===== src/hw/rtl/bq_pkg.sv =====
// Shared types, constants and codes for the direct form I biquad filter.
package bq_pkg;

    // Defaults for the top level parameters.
    localparam int SAMPLE_WIDTH_DEF   = 24;
    localparam int COEF_FRAC_BITS_DEF = 20;

    // Fixed formats: coefficients are Q4.20, the rounded sum is held in 40 bits.
    localparam int COEF_W    = 24;
    localparam int MID_W     = 40;
    localparam int MID_SPLIT = 20;

    // Configuration port.
    localparam int CFG_IDX_W = 3;
    localparam logic [CFG_IDX_W-1:0] REG_INV_A0  = 3'd0;
    localparam logic [CFG_IDX_W-1:0] REG_COEF_A1 = 3'd1;
    localparam logic [CFG_IDX_W-1:0] REG_COEF_A2 = 3'd2;
    localparam logic [CFG_IDX_W-1:0] REG_COEF_B0 = 3'd3;
    localparam logic [CFG_IDX_W-1:0] REG_COEF_B1 = 3'd4;
    localparam logic [CFG_IDX_W-1:0] REG_COEF_B2 = 3'd5;

    localparam logic signed [COEF_W-1:0] UNITY_COEF = 24'sd1048576;

    // Sequencer step counter.
    localparam int STEP_W = 3;
    localparam logic [STEP_W-1:0] MAC_LAST_STEP = 3'd4;
    localparam logic [STEP_W-1:0] SCL_LAST_STEP = 3'd1;

    typedef enum logic [2:0] {
        ST_IDLE,
        ST_MAC,
        ST_MAC_LAST,
        ST_MID,
        ST_SCL,
        ST_SCL_LAST,
        ST_OUT
    } state_t;

    // Operand pairs that the shared multiplier can be given.
    typedef enum logic [2:0] {
        OP_B0_X,
        OP_B1_X1,
        OP_B2_X2,
        OP_A1_Y1,
        OP_A2_Y2,
        OP_INV_LO,
        OP_INV_HI
    } op_sel_t;

    // Controls from the sequencer to the datapath.
    typedef struct packed {
        logic    in_ready;
        logic    mul_en;
        op_sel_t op;
        logic    mid_load;
        logic    out_load;
    } ctl_t;

    // Status from the datapath to the sequencer.
    typedef struct packed {
        logic in_fire;
        logic out_free;
    } stat_t;

endpackage


===== src/hw/rtl/bq_if.sv =====
// Stream interfaces for the biquad sample input and filtered output.
interface bq_in_if #(
    parameter int SAMPLE_WIDTH = bq_pkg::SAMPLE_WIDTH_DEF
);
    logic                           valid;
    logic                           ready;
    logic signed [SAMPLE_WIDTH-1:0] sample_in;

    modport source (output valid, output sample_in, input ready);
    modport sink   (input valid, input sample_in, output ready);
endinterface

interface bq_out_if #(
    parameter int SAMPLE_WIDTH = bq_pkg::SAMPLE_WIDTH_DEF
);
    logic                           valid;
    logic                           ready;
    logic signed [SAMPLE_WIDTH-1:0] sample_out;
    logic                           clipped;

    modport source (output valid, output sample_out, output clipped, input ready);
    modport sink   (input valid, input sample_out, input clipped, output ready);
endinterface


===== src/hw/rtl/bq_mul.sv =====
// Shared signed multiplier with a registered product and operand tag.
module bq_mul #(
    parameter int A_W = 24,
    parameter int B_W = 24
) (
    input  logic                     clk,
    input  logic                     rst_n,
    input  logic                     en,
    input  bq_pkg::op_sel_t          op,
    input  logic signed [A_W-1:0]    a,
    input  logic signed [B_W-1:0]    b,
    output logic signed [A_W+B_W-1:0] prod,
    output logic                     prod_valid,
    output bq_pkg::op_sel_t          prod_op
);
    localparam int P_W = A_W + B_W;

    logic signed [P_W-1:0] a_ext;
    logic signed [P_W-1:0] b_ext;
    logic signed [P_W-1:0] prod_reg;
    logic signed [P_W-1:0] prod_next;
    logic                  valid_reg;
    bq_pkg::op_sel_t       op_reg;

    // Sign-extend both operands so the product is exact.
    assign a_ext     = P_W'(a);
    assign b_ext     = P_W'(b);
    assign prod_next = a_ext * b_ext;

    // Product register.
    always_ff @(posedge clk)
    begin
        if (en)
        begin
            prod_reg <= prod_next;
        end
    end

    // The tag says which operand pair the product belongs to.
    always_ff @(posedge clk or negedge rst_n)
    begin
        if (!rst_n)
        begin
            valid_reg <= 1'b0;
            op_reg    <= bq_pkg::OP_B0_X;
        end
        else
        begin
            valid_reg <= en;
            if (en)
            begin
                op_reg <= op;
            end
        end
    end

    assign prod       = prod_reg;
    assign prod_valid = valid_reg;
    assign prod_op    = op_reg;
endmodule


===== src/hw/rtl/bq_ctrl.sv =====
// Sequencer that schedules the shared multiplier for one sample.
module bq_ctrl (
    input  logic          clk,
    input  logic          rst_n,
    input  bq_pkg::stat_t stat,
    output bq_pkg::ctl_t  ctl
);
    bq_pkg::state_t              state_reg;
    bq_pkg::state_t              state_next;
    logic [bq_pkg::STEP_W-1:0]   step_reg;
    logic [bq_pkg::STEP_W-1:0]   step_next;

    // State and step registers.
    always_ff @(posedge clk or negedge rst_n)
    begin
        if (!rst_n)
        begin
            state_reg <= bq_pkg::ST_IDLE;
            step_reg  <= '0;
        end
        else
        begin
            state_reg <= state_next;
            step_reg  <= step_next;
        end
    end

    // Next state.
    always_comb
    begin
        state_next = state_reg;
        step_next  = step_reg;
        case (state_reg)
            bq_pkg::ST_IDLE:
            begin
                if (stat.in_fire)
                begin
                    state_next = bq_pkg::ST_MAC;
                    step_next  = '0;
                end
            end
            bq_pkg::ST_MAC:
            begin
                if (step_reg == bq_pkg::MAC_LAST_STEP)
                begin
                    state_next = bq_pkg::ST_MAC_LAST;
                    step_next  = '0;
                end
                else
                begin
                    step_next = step_reg + 1'b1;
                end
            end
            bq_pkg::ST_MAC_LAST:
            begin
                state_next = bq_pkg::ST_MID;
            end
            bq_pkg::ST_MID:
            begin
                state_next = bq_pkg::ST_SCL;
                step_next  = '0;
            end
            bq_pkg::ST_SCL:
            begin
                if (step_reg == bq_pkg::SCL_LAST_STEP)
                begin
                    state_next = bq_pkg::ST_SCL_LAST;
                    step_next  = '0;
                end
                else
                begin
                    step_next = step_reg + 1'b1;
                end
            end
            bq_pkg::ST_SCL_LAST:
            begin
                state_next = bq_pkg::ST_OUT;
            end
            bq_pkg::ST_OUT:
            begin
                if (stat.out_free)
                begin
                    state_next = bq_pkg::ST_IDLE;
                end
            end
            default:
            begin
                state_next = bq_pkg::ST_IDLE;
                step_next  = '0;
            end
        endcase
    end

    // Outputs: the five taps go through the multiplier first, then the
    // two halves of the rounded sum are scaled by the reciprocal of a0.
    always_comb
    begin
        ctl          = '0;
        ctl.op       = bq_pkg::OP_B0_X;
        case (state_reg)
            bq_pkg::ST_IDLE:
            begin
                ctl.in_ready = 1'b1;
            end
            bq_pkg::ST_MAC:
            begin
                ctl.mul_en = 1'b1;
                case (step_reg)
                    3'd0:    ctl.op = bq_pkg::OP_B0_X;
                    3'd1:    ctl.op = bq_pkg::OP_B1_X1;
                    3'd2:    ctl.op = bq_pkg::OP_B2_X2;
                    3'd3:    ctl.op = bq_pkg::OP_A1_Y1;
                    default: ctl.op = bq_pkg::OP_A2_Y2;
                endcase
            end
            bq_pkg::ST_MID:
            begin
                ctl.mid_load = 1'b1;
            end
            bq_pkg::ST_SCL:
            begin
                ctl.mul_en = 1'b1;
                ctl.op     = (step_reg == '0) ? bq_pkg::OP_INV_LO : bq_pkg::OP_INV_HI;
            end
            bq_pkg::ST_OUT:
            begin
                ctl.out_load = stat.out_free;
            end
            default:
            begin
                ctl.in_ready = 1'b0;
            end
        endcase
    end
endmodule


===== src/hw/rtl/biquad_direct_form_one.sv =====
// Top level of the direct form I biquad filter with one shared multiplier.
//
//  Channel    Kind         Word / fields
//  samples    stream sink  sample_in (signed, SAMPLE_WIDTH)
//  filtered   stream src   sample_out (signed, SAMPLE_WIDTH), clipped
//  cfg_*      write port   cfg_index selects inv_a0, a1, a2, b0, b1, b2
//
// A sample goes through steps set by the single multiplier: five tap products
// and their accumulation, the round and saturate of the sum, two partial
// products of the 1/a0 scale, then the round and saturate into the output
// register, which is written once that register is free.
// samples.ready is high only while the sequencer is idle. The output register
// holds a word until it is taken; a new sample is accepted meanwhile.
// Reset restores the coefficient defaults and clears the filter history.
module biquad_direct_form_one #(
    parameter int SAMPLE_WIDTH   = bq_pkg::SAMPLE_WIDTH_DEF,
    parameter int COEF_FRAC_BITS = bq_pkg::COEF_FRAC_BITS_DEF
) (
    input  logic                           clk,
    input  logic                           rst_n,
    input  logic                           cfg_we,
    input  logic [bq_pkg::CFG_IDX_W-1:0]   cfg_index,
    input  logic [bq_pkg::COEF_W-1:0]      cfg_data,
    bq_in_if.sink                          samples,
    bq_out_if.source                       filtered
);
    localparam int CW      = bq_pkg::COEF_W;
    localparam int MW      = bq_pkg::MID_W;
    localparam int SPLIT   = bq_pkg::MID_SPLIT;
    localparam int MUL_A_W = (SAMPLE_WIDTH > SPLIT + 1) ? SAMPLE_WIDTH : SPLIT + 1;
    localparam int P_W     = MUL_A_W + CW;
    localparam int ACC_W   = P_W + 3;
    localparam int RND_W   = ((ACC_W > MW) ? ACC_W : MW) + 1;
    localparam int SCALE_W = MW + CW;

    localparam logic signed [RND_W-1:0] RND_HALF =
        RND_W'(1) <<< (COEF_FRAC_BITS - 1);
    localparam logic signed [RND_W-1:0] MID_MAX =
        {{(RND_W-MW+1){1'b0}}, {(MW-1){1'b1}}};
    localparam logic signed [RND_W-1:0] MID_MIN = ~MID_MAX;
    localparam logic signed [SCALE_W-1:0] SCL_HALF =
        SCALE_W'(1) <<< (COEF_FRAC_BITS - 1);
    localparam logic signed [SCALE_W-1:0] OUT_MAX =
        {{(SCALE_W-SAMPLE_WIDTH+1){1'b0}}, {(SAMPLE_WIDTH-1){1'b1}}};
    localparam logic signed [SCALE_W-1:0] OUT_MIN = ~OUT_MAX;

    bq_pkg::ctl_t  ctl;
    bq_pkg::stat_t stat;

    // Configuration registers.
    logic signed [CW-1:0] inv_a0_reg;
    logic signed [CW-1:0] coef_a1_reg;
    logic signed [CW-1:0] coef_a2_reg;
    logic signed [CW-1:0] coef_b0_reg;
    logic signed [CW-1:0] coef_b1_reg;
    logic signed [CW-1:0] coef_b2_reg;

    // Filter history and working registers.
    logic signed [SAMPLE_WIDTH-1:0] x_reg;
    logic signed [SAMPLE_WIDTH-1:0] prev_in_one_reg;
    logic signed [SAMPLE_WIDTH-1:0] prev_in_two_reg;
    logic signed [SAMPLE_WIDTH-1:0] prev_out_one_reg;
    logic signed [SAMPLE_WIDTH-1:0] prev_out_two_reg;
    logic signed [ACC_W-1:0]        acc_reg;
    logic signed [ACC_W-1:0]        acc_next;
    logic signed [MW-1:0]           mid_reg;
    logic                           mid_sat_reg;
    logic signed [SCALE_W-1:0]      scale_reg;
    logic signed [SCALE_W-1:0]      scale_next;

    // Output register.
    logic                           out_valid_reg;
    logic signed [SAMPLE_WIDTH-1:0] out_sample_reg;
    logic                           out_clip_reg;

    // Multiplier connections.
    logic signed [MUL_A_W-1:0]      mul_a;
    logic signed [CW-1:0]           mul_b;
    logic signed [P_W-1:0]          prod;
    logic                           prod_valid;
    bq_pkg::op_sel_t                prod_op;
    logic signed [MW-SPLIT-1:0]     mid_hi;

    // Rounding and saturation.
    logic signed [RND_W-1:0]        acc_wide;
    logic signed [RND_W-1:0]        acc_rnd;
    logic                           mid_sat;
    logic signed [MW-1:0]           mid_val;
    logic signed [SCALE_W-1:0]      scl_wide;
    logic signed [SCALE_W-1:0]      scl_rnd;
    logic                           y_sat;
    logic signed [SAMPLE_WIDTH-1:0] y_val;

    assign stat.in_fire  = samples.valid && ctl.in_ready;
    assign stat.out_free = !out_valid_reg || filtered.ready;

    bq_ctrl u_ctrl (
        .clk   (clk),
        .rst_n (rst_n),
        .stat  (stat),
        .ctl   (ctl)
    );

    // Operand selection for the shared multiplier.
    assign mid_hi = mid_reg[MW-1:SPLIT];

    always_comb
    begin
        case (ctl.op)
            bq_pkg::OP_B0_X:
            begin
                mul_a = MUL_A_W'(x_reg);
                mul_b = coef_b0_reg;
            end
            bq_pkg::OP_B1_X1:
            begin
                mul_a = MUL_A_W'(prev_in_one_reg);
                mul_b = coef_b1_reg;
            end
            bq_pkg::OP_B2_X2:
            begin
                mul_a = MUL_A_W'(prev_in_two_reg);
                mul_b = coef_b2_reg;
            end
            bq_pkg::OP_A1_Y1:
            begin
                mul_a = MUL_A_W'(prev_out_one_reg);
                mul_b = coef_a1_reg;
            end
            bq_pkg::OP_A2_Y2:
            begin
                mul_a = MUL_A_W'(prev_out_two_reg);
                mul_b = coef_a2_reg;
            end
            bq_pkg::OP_INV_LO:
            begin
                mul_a = MUL_A_W'({1'b0, mid_reg[SPLIT-1:0]});
                mul_b = inv_a0_reg;
            end
            bq_pkg::OP_INV_HI:
            begin
                mul_a = MUL_A_W'(mid_hi);
                mul_b = inv_a0_reg;
            end
            default:
            begin
                mul_a = '0;
                mul_b = '0;
            end
        endcase
    end

    bq_mul #(
        .A_W (MUL_A_W),
        .B_W (CW)
    ) u_mul (
        .clk        (clk),
        .rst_n      (rst_n),
        .en         (ctl.mul_en),
        .op         (ctl.op),
        .a          (mul_a),
        .b          (mul_b),
        .prod       (prod),
        .prod_valid (prod_valid),
        .prod_op    (prod_op)
    );

    // Accumulate each product as it leaves the multiplier, by its tag.
    always_comb
    begin
        acc_next   = acc_reg;
        scale_next = scale_reg;
        if (stat.in_fire)
        begin
            acc_next = '0;
        end
        else if (prod_valid)
        begin
            case (prod_op)
                bq_pkg::OP_B0_X,
                bq_pkg::OP_B1_X1,
                bq_pkg::OP_B2_X2:  acc_next   = acc_reg + ACC_W'(prod);
                bq_pkg::OP_A1_Y1,
                bq_pkg::OP_A2_Y2:  acc_next   = acc_reg - ACC_W'(prod);
                bq_pkg::OP_INV_LO: scale_next = SCALE_W'(prod);
                bq_pkg::OP_INV_HI: scale_next = scale_reg + (SCALE_W'(prod) <<< SPLIT);
                default:           acc_next   = acc_reg;
            endcase
        end
    end

    // Round the tap sum and saturate it to the 40-bit intermediate.
    assign acc_wide = RND_W'(acc_reg) + RND_HALF;
    assign acc_rnd  = acc_wide >>> COEF_FRAC_BITS;
    assign mid_sat  = (acc_rnd > MID_MAX) || (acc_rnd < MID_MIN);

    always_comb
    begin
        if (acc_rnd > MID_MAX)
        begin
            mid_val = MID_MAX[MW-1:0];
        end
        else if (acc_rnd < MID_MIN)
        begin
            mid_val = MID_MIN[MW-1:0];
        end
        else
        begin
            mid_val = acc_rnd[MW-1:0];
        end
    end

    // Round the scaled value and saturate it to the sample width.
    assign scl_wide = scale_reg + SCL_HALF;
    assign scl_rnd  = scl_wide >>> COEF_FRAC_BITS;
    assign y_sat    = (scl_rnd > OUT_MAX) || (scl_rnd < OUT_MIN);

    always_comb
    begin
        if (scl_rnd > OUT_MAX)
        begin
            y_val = OUT_MAX[SAMPLE_WIDTH-1:0];
        end
        else if (scl_rnd < OUT_MIN)
        begin
            y_val = OUT_MIN[SAMPLE_WIDTH-1:0];
        end
        else
        begin
            y_val = scl_rnd[SAMPLE_WIDTH-1:0];
        end
    end

    // Working registers that carry data only.
    always_ff @(posedge clk)
    begin
        acc_reg   <= acc_next;
        scale_reg <= scale_next;
        if (stat.in_fire)
        begin
            x_reg <= samples.sample_in;
        end
        if (ctl.mid_load)
        begin
            mid_reg     <= mid_val;
            mid_sat_reg <= mid_sat;
        end
        if (ctl.out_load)
        begin
            out_sample_reg <= y_val;
            out_clip_reg   <= mid_sat_reg | y_sat;
        end
    end

    // Configuration, filter history and output valid.
    always_ff @(posedge clk or negedge rst_n)
    begin
        if (!rst_n)
        begin
            inv_a0_reg       <= bq_pkg::UNITY_COEF;
            coef_a1_reg      <= '0;
            coef_a2_reg      <= '0;
            coef_b0_reg      <= bq_pkg::UNITY_COEF;
            coef_b1_reg      <= '0;
            coef_b2_reg      <= '0;
            prev_in_one_reg  <= '0;
            prev_in_two_reg  <= '0;
            prev_out_one_reg <= '0;
            prev_out_two_reg <= '0;
            out_valid_reg    <= 1'b0;
        end
        else
        begin
            if (cfg_we)
            begin
                case (cfg_index)
                    bq_pkg::REG_INV_A0:  inv_a0_reg  <= cfg_data;
                    bq_pkg::REG_COEF_A1: coef_a1_reg <= cfg_data;
                    bq_pkg::REG_COEF_A2: coef_a2_reg <= cfg_data;
                    bq_pkg::REG_COEF_B0: coef_b0_reg <= cfg_data;
                    bq_pkg::REG_COEF_B1: coef_b1_reg <= cfg_data;
                    bq_pkg::REG_COEF_B2: coef_b2_reg <= cfg_data;
                    default:             inv_a0_reg  <= inv_a0_reg;
                endcase
            end
            if (ctl.out_load)
            begin
                prev_in_two_reg  <= prev_in_one_reg;
                prev_in_one_reg  <= x_reg;
                prev_out_two_reg <= prev_out_one_reg;
                prev_out_one_reg <= y_val;
                out_valid_reg    <= 1'b1;
            end
            else if (filtered.ready)
            begin
                out_valid_reg <= 1'b0;
            end
        end
    end

    assign samples.ready       = ctl.in_ready;
    assign filtered.valid      = out_valid_reg;
    assign filtered.sample_out = out_sample_reg;
    assign filtered.clipped    = out_clip_reg;

`ifndef SYNTHESIS
    // Once a sample is taken, no other is taken until its result is built.
    assert property (@(posedge clk) disable iff (!rst_n)
        (samples.valid && samples.ready) |=> !samples.ready)
        else $error("sample accepted while the previous one is in work");

    // A result is written only into a free output register.
    assert property (@(posedge clk) disable iff (!rst_n)
        ctl.out_load |-> (!out_valid_reg || filtered.ready))
        else $error("output register overwritten before it was taken");

    // The filter history moves only when a result is written.
    assert property (@(posedge clk) disable iff (!rst_n)
        !$stable(prev_out_one_reg) |-> $past(ctl.out_load))
        else $error("output history changed without a result");
`endif
endmodule


===== src/flat_wrapper.sv =====
// flat-port wrapper written by rule: the top's interface ports become plain ports
module biquad_direct_form_one_flat 
#(
    parameter int SAMPLE_WIDTH   = bq_pkg::SAMPLE_WIDTH_DEF,
    parameter int COEF_FRAC_BITS = bq_pkg::COEF_FRAC_BITS_DEF
)
  (clk, rst_n, cfg_we, cfg_index, cfg_data, samples_valid, samples_sample_in, samples_ready, filtered_valid, filtered_sample_out, filtered_clipped, filtered_ready);
  bq_in_if #(.SAMPLE_WIDTH(SAMPLE_WIDTH)) samples_i ();
  bq_out_if #(.SAMPLE_WIDTH(SAMPLE_WIDTH)) filtered_i ();
  input  logic clk;
  input  logic rst_n;
  input  logic cfg_we;
  input  logic [bq_pkg::CFG_IDX_W-1:0] cfg_index;
  input  logic [bq_pkg::COEF_W-1:0] cfg_data;
  input wire logic [$bits(samples_i.valid)-1:0] samples_valid;
  input wire logic [$bits(samples_i.sample_in)-1:0] samples_sample_in;
  output wire logic [$bits(samples_i.ready)-1:0] samples_ready;
  output wire logic [$bits(filtered_i.valid)-1:0] filtered_valid;
  output wire logic [$bits(filtered_i.sample_out)-1:0] filtered_sample_out;
  output wire logic [$bits(filtered_i.clipped)-1:0] filtered_clipped;
  input wire logic [$bits(filtered_i.ready)-1:0] filtered_ready;
  assign samples_i.valid = samples_valid;
  assign samples_i.sample_in = samples_sample_in;
  assign samples_ready = samples_i.ready;
  assign filtered_valid = filtered_i.valid;
  assign filtered_sample_out = filtered_i.sample_out;
  assign filtered_clipped = filtered_i.clipped;
  assign filtered_i.ready = filtered_ready;
  biquad_direct_form_one #(.SAMPLE_WIDTH(SAMPLE_WIDTH), .COEF_FRAC_BITS(COEF_FRAC_BITS)) u_core (.clk(clk), .rst_n(rst_n), .cfg_we(cfg_we), .cfg_index(cfg_index), .cfg_data(cfg_data), .samples(samples_i), .filtered(filtered_i));
endmodule

===== config.mk =====
export PLATFORM = sky130hd
export DESIGN_NAME = biquad_direct_form_one_flat
export DESIGN_NICKNAME = d
export VERILOG_FILES = /design/src/hw/rtl/bq_pkg.sv /design/src/hw/rtl/bq_if.sv /design/src/hw/rtl/bq_mul.sv /design/src/hw/rtl/bq_ctrl.sv /design/src/hw/rtl/biquad_direct_form_one.sv /design/src/flat_wrapper.sv
export SDC_FILE = /design/constraint.sdc
export NUM_CORES = 2
export LEC_CHECK = 0
export BUFFER_PORTS_ARGS = -buffer_cell sky130_fd_sc_hd__buf_2
export CORE_ASPECT_RATIO = 0.6
export CORE_MARGIN = 4
export CORE_UTILIZATION = 40
export DETAILED_ROUTE_END_ITERATION = 10
export GPL_TIMING_DRIVEN = 0
export HOLD_SLACK_MARGIN = 0.1
export SLEW_MARGIN = 20
export SYNTH_ARGS = -nofsm -noshare
export SYNTH_HDL_FRONTEND = slang
export SYNTH_HIERARCHICAL = 1
export SYNTH_SLANG_ARGS = --single-unit

===== constraint.sdc =====
create_clock -name clk -period 12.3 [get_ports clk]
set_input_delay 1.23 -clock clk [delete_from_list [all_inputs] [get_ports clk]]
set_output_delay 1.23 -clock clk [all_outputs]
set_load 0.01 [all_outputs]

After elaboration in Yosys (flattened, before gate mapping)
Cells that the tools add are included.
{"block": "classes", "n_addsub": 6, "multipliers": 1, "n_lt_le_gt_ge": 4, "eq_ne": 31, "mux": 24, "bitwise": 3, "n_reduce_logical": 27}
{"operator": "case mux 24 bit (7 select lines)", "count": 1}
{"operator": "case mux 24 bit (6 select lines)", "count": 1}
{"operator": "case mux 64 bit (2 select lines)", "count": 1}
{"operator": "case mux 51 bit (2 select lines)", "count": 1}
{"operator": "adder 64 x 21 -> 64 bit, second input constant", "count": 1}
{"operator": "adder 64 bit", "count": 1}
{"operator": "adder 51 x 21 -> 52 bit, second input constant", "count": 1}
{"operator": "adder 51 x 48 -> 51 bit", "count": 1}
{"operator": "subtractor 51 x 48 -> 51 bit", "count": 1}
{"operator": "multiplier 24 x 24 -> 48 bit", "count": 1}
{"operator": "two-way mux 24 bit", "count": 2}
{"operator": "> comparator 44 x 24 -> 1 bit, second input constant", "count": 1}
{"operator": "less-than comparator 44 x 24 -> 1 bit, second input constant", "count": 1}
{"operator": "> comparator 32 x 40 -> 1 bit, second input constant", "count": 1}
{"operator": "less-than comparator 32 x 40 -> 1 bit, second input constant", "count": 1}
{"operator": "two-way mux 40 bit", "count": 1}
{"operator": "== test 3 bit, second input constant", "count": 12}
{"operator": "== test 3 x 2 -> 1 bit, second input constant", "count": 10}
{"operator": "case mux 3 bit (4 select lines)", "count": 2}
{"operator": "two-way mux 3 bit", "count": 7}
{"operator": "case mux 3 bit (7 select lines)", "count": 1}
{"operator": "AND reduction 2 bit", "count": 8}
{"operator": "== test 3 x 1 -> 1 bit, second input constant", "count": 5}
{"operator": "logical NOT 3 bit", "count": 5}
{"operator": "other kinds (16)", "count": 29}
{"block": "word_totals", "register_bits": 504, "inputBits": 56, "output_inout_bits": 27, "elab_cells": 119}

Longest topological paths before layout
{"block": "depth", "word_depth": 7, "depth_mapped": 40, "depth_no_buf": 35}

Cells and area by module
Netlist, hierarchy kept.
{"module": "biquad_direct_form_one", "n_inst": 1, "cells_per_inst": 2564, "area_per_inst_um2": 25647.1, "seq_area_each_um2": 10898.0}
{"module": "bq_mul", "n_inst": 1, "cells_per_inst": 2362, "area_per_inst_um2": 22814.4, "seq_area_each_um2": 1541.5}
{"module": "bq_ctrl", "n_inst": 1, "cells_per_inst": 61, "area_per_inst_um2": 516.7, "seq_area_each_um2": 150.1}

Worst setup path before layout
Ideal clock, no wire load.
{"block": "synth_timing", "kind": "register to register", "start": "register u_core/u_ctrl/step_reg[0] (netlist bit)", "end": "register u_core.u_mul.prod_reg[41], in the netlist u_core/u_mul/prod[41] (data pin)", "setup_time_ns": 0.270, "arrival_time_ns": 9.186, "t_required_ns": 12.030, "path_slack_ns": 2.844, "path_stages_with_launch": 30, "path_buffers": 4, "period_less_slack_ns": 9.456, "cell_sequence": "dfrtp_1 > inv_1 > ha_1 > a21o_1 > a21oi_1 > clkbuf_1 > buf_1 > clkbuf_1 > mux2_2 > a22oi_1 > o21ai_0 > clkbuf_1 > and2_1 > fa_1 > fa_1 > inv_1 > fa_1 > inv_1 > fa_1 > fa_1 > fa_1 > inv_1 > fa_1 > inv_1 > ha_1 > a2111oi_0 > o31ai_1 > o21a_1 > o211ai_1 > o311ai_1"}
{"element": "from (decl)", "line": "bq_ctrl.sv:10", "rtl": "logic [bq_pkg::STEP_W-1:0] step_reg;"}
{"element": "from (signal assigned)", "line": "bq_ctrl.sv:24", "rtl": "step_reg <= step_next;"}
{"element": "to (signal assigned)", "line": "bq_mul.sv:35", "rtl": "prod_reg <= prod_next;"}
{"element": "to (decl)", "line": "bq_mul.sv:20", "rtl": "logic signed [P_W-1:0] prod_reg;"}

==> metrics.md <==
| Metric | Value |
|---|---|
| CP startpoint | `u_core/u_ctrl/step_reg[1]` |
| Die footprint | `128,000 µm²` |
| Largest register FFs | `51` |
| Final setup vio count | `0` |
| Top-Level Pins | `83` |
| Layout cells sized above 1 | `0.112` |
| Syn Inst Count | `4,987` |
| Max-slew violation count | `0` |
| Worst reg-to-reg setup slack | `230 ps` |
| Root Buffer | `clkbuf_16` |
| CP arrival | `between 10,000 and 15,000 ps` |
| Final Hold Vio Count | `0` |
| Crit path largest cell delay | `840 ps` |
| Final hold slack | `401 ps` |
| Pre-CTS setup slack | `-663 ps` |
| CP dominant cell by count | `fa_1` |
| Global placement routability congestion | `1.02` |
| Effective utilization at floorplan | `0.403` |
| Port Buffers | `80` |
| Post-detail-place hpwl | `between 100,000 and 150,000 µm` |
| Vias in the first global route | `roughly 38,000` |
| Top Family by Delay on Critical Path | `adder cells` |
| Worst-path fanout max | `10` |
| Initial antenna violation count | `17` |
| Commonest non-fill, non-tap cells in the layout | `678 x inv_1, 608 x fa_1, 542 x nand2_1` |
| RSZ-0062 raised after global routing | `no` |
| Sequential share of the synthesized area | `0.257` |
| Mapped cell area | `49,000 µm²` |
| Final instance area | `54,000 µm²` |
| Die Y | `~280 µm` |
| Syn Nets | `roughly 5,900` |
| CTS tree | `yes` |
| # nets final | `6,051` |
| Max-cap violations | `0` |
| Total routed wirelength | `173,000 µm` |
| First-pass GRT wire length | `254,000 µm` |
| Synth Flop Type | `dfrtp_1` |
| Clock skew | `33.5 ps` |
| Tmin final | `12,070 ps` |
| CP Capture Type | `flop` |
| Cell variety after synth | `105` |
| Period utilization | `0.981` |
| Slew HR | `0.214` |
| Clk buf depth | `3` |
| Post-CTS Setup Inserts | `0` |
| Cell Rows | `99` |
| Inserted Clock Buffers | `between 50 and 60` |
| GRT overflow | `0` |
| H-tree levels | `2` |
| Gr usage total | `0.268` |
| Drt pass-1 iters | `6` |
| Buf/Inv on CP | `9` |
| Worst reg2reg path endpoint | `u_core/u_mul/prod[35]` |
| Sink Count | `478` |
| Core region area | `122,000 µm²` |
| Die width | `460 µm` |
| Largest net degree at the start of global routing | `98` |
| DR WL/cell | `25.4 µm` |
| Status | `finished, final reports clean` |
| CP startpoint kind | `flop` |
| Post-synth EDFFs | `approximately 180` |
| Worst setup margin | `233 ps` |
| FF-to-FF Start | `u_core/u_ctrl/step_reg[1]` |
| Number of synthesized register bits | `478` |
| Slowest cell on crit path | `clkbuf_1` |
| Residual DRC count | `0` |
| P&R area growth vs syn | `10.3%` |
| Post-synthesis async set-or-reset flop share | `0.525` |
| Worst Path Class, Setup | `reg -> reg` |
| Clock Latency Late Sink | `650 ps` |
| Clock slew at reported path FFs | `approximately 70 ps` |
| Initial drt markers | `around 4,200` |
| Area after DPL | `52,100 µm²` |
| R2r worst-path depth | `33` |
| Slew of the pin with the lowest slew margin | `1180 ps` |
| Avg Inst Size Synth | `~10 µm²` |
| Fmax | `0.0829 GHz` |
| Req. time, crit path | `12,630 ps` |
| Commonest non-fill, non-tap cell in the layout | `inv_1` |
| Detail Route Antenna Nets | `0` |
| Via-to-Cell Ratio | `between 5 and 6` |
| Hold Crit Class | `in -> async` |
| Ys Warns | `6` |
| Vias | `roughly 39,000` |
timing repair:
| action | 4_1_cts | 5_1_grt |
|---|---|---|
| hold endpoints to repair | 0 | 0 |
| gates resized for setup | 14 | 27 |
| hold buffers | 0 | 0 |
| endpoints found under the setup margin | 11 | 11 |
cell families (layout without fill, tap and decap cells):
kind of cell / after synthesis / count (layout) / share of synthesized area
AO/OA/AOI/OAI: 798 / 798 / 0.107
XOR/XNOR: 231 / 231 / 0.0413
adder cells (fa/ha/maj): 844 / 844 / 0.309
buffers and inverters: 933 / 1141 / 0.0726
flip-flops: 478 / 478 / 0.257
multiplexers: 314 / 314 / 0.0743
other: 1 / 12 / 0.0000766
AND/OR/NAND/NOR: 1388 / 1388 / 0.139
layer usage:
layer	vias to the layer above	global-route usage	wire length [µm]
met4	4	0.0573	3930
met1	19500	0.417	80100
li1	16800	-	-
met2	2050	0.341	64700
met3	256	0.104	24400
met5	-	0.00440	125
worst register-to-register path, delay by kind of cell (launching register included):
kind	cells	cell delay, ps
buffers and inverters	9	2780
flip-flops	1	420
XOR/XNOR	1	570
AND/OR/NAND/NOR	6	1390
adder cells (fa/ha/maj)	9	4240
AO/OA/AOI/OAI	8	2370
worst max-delay path by stage:
stage          depth (start not counted)  slack, ps                     to
2_1_floorplan                         29       2840  u_core/u_mul/prod[41]
3_3_place_gp                          28      -1120  u_core/u_mul/prod[41]
3_5_place_dp                          29       -660  u_core/u_mul/prod[45]
4_1_cts                               33          8  u_core/u_mul/prod[34]
5_1_grt                               30          2  u_core/u_mul/prod[45]
6_report                              33        230  u_core/u_mul/prod[35]
through the flow:
stage	setup TNS [ps]	cells	utilization
final	0	6822	0.445
after global routing	0	6812	0.444
after CTS	0	6812	0.444
after detailed placement	-3200	6714	0.428
after global placement	-13610	6683	0.423
after floorplan	0	4987	-
Yosys cell counts (7+ instances only):
library cell	instances	area, µm²
and2_1	286	1790
o21a_1	23	173
edfxtp_1	176	5290
or3_1	12	75.1
nor2_1	208	781
clkbuf_1	217	815
nand3b_1	8	60.1
o21bai_1	22	165
nand2b_1	38	238
fa_1	609	12200
a21oi_1	241	1210
mux4_2	15	338
nor2b_1	22	138
xnor2_1	152	1330
nor4_1	13	81.3
a221oi_1	7	61.3
a221o_1	14	140
a22oi_1	31	233
o211ai_1	15	113
a31oi_1	32	200
nor3_1	51	255
o21ai_0	156	781
mux2i_1	51	510
o221ai_1	19	166
ha_1	235	2940
nand3_1	81	405
nand4b_1	7	61.3
buf_2	8	40.0
dfxtp_1	51	1020
mux2_2	248	2790
a22o_1	12	105
buf_1	20	75.1
a2111oi_0	7	61.3
and3_1	40	250
a21o_1	78	586
inv_1	679	2550
a211oi_1	26	195
o21ai_1	10	50.1
dfrtp_1	249	6230
xor2_1	79	692
nor3b_1	7	52.6
a211o_1	13	114
nand2_1	542	2030
o31ai_1	23	173
nand4_1	34	213
cell type report:
type	instances	area (µm²)
Clock inverter	20	275
Timing Repair Buffer	112	886
Buffer	250	1030
Fill cell	11600	67500
Multi-Input combinational cell	3576	33100
Clock buffer	78	1580
Sequential cell	478	12600
Tap cell	1616	2020
Inverter	681	2560
Antenna cell	11	27.5
Power is left out: the tool's default activity adds up to more than one toggle a clock period on the data nets, which glitch-free logic cannot reach.
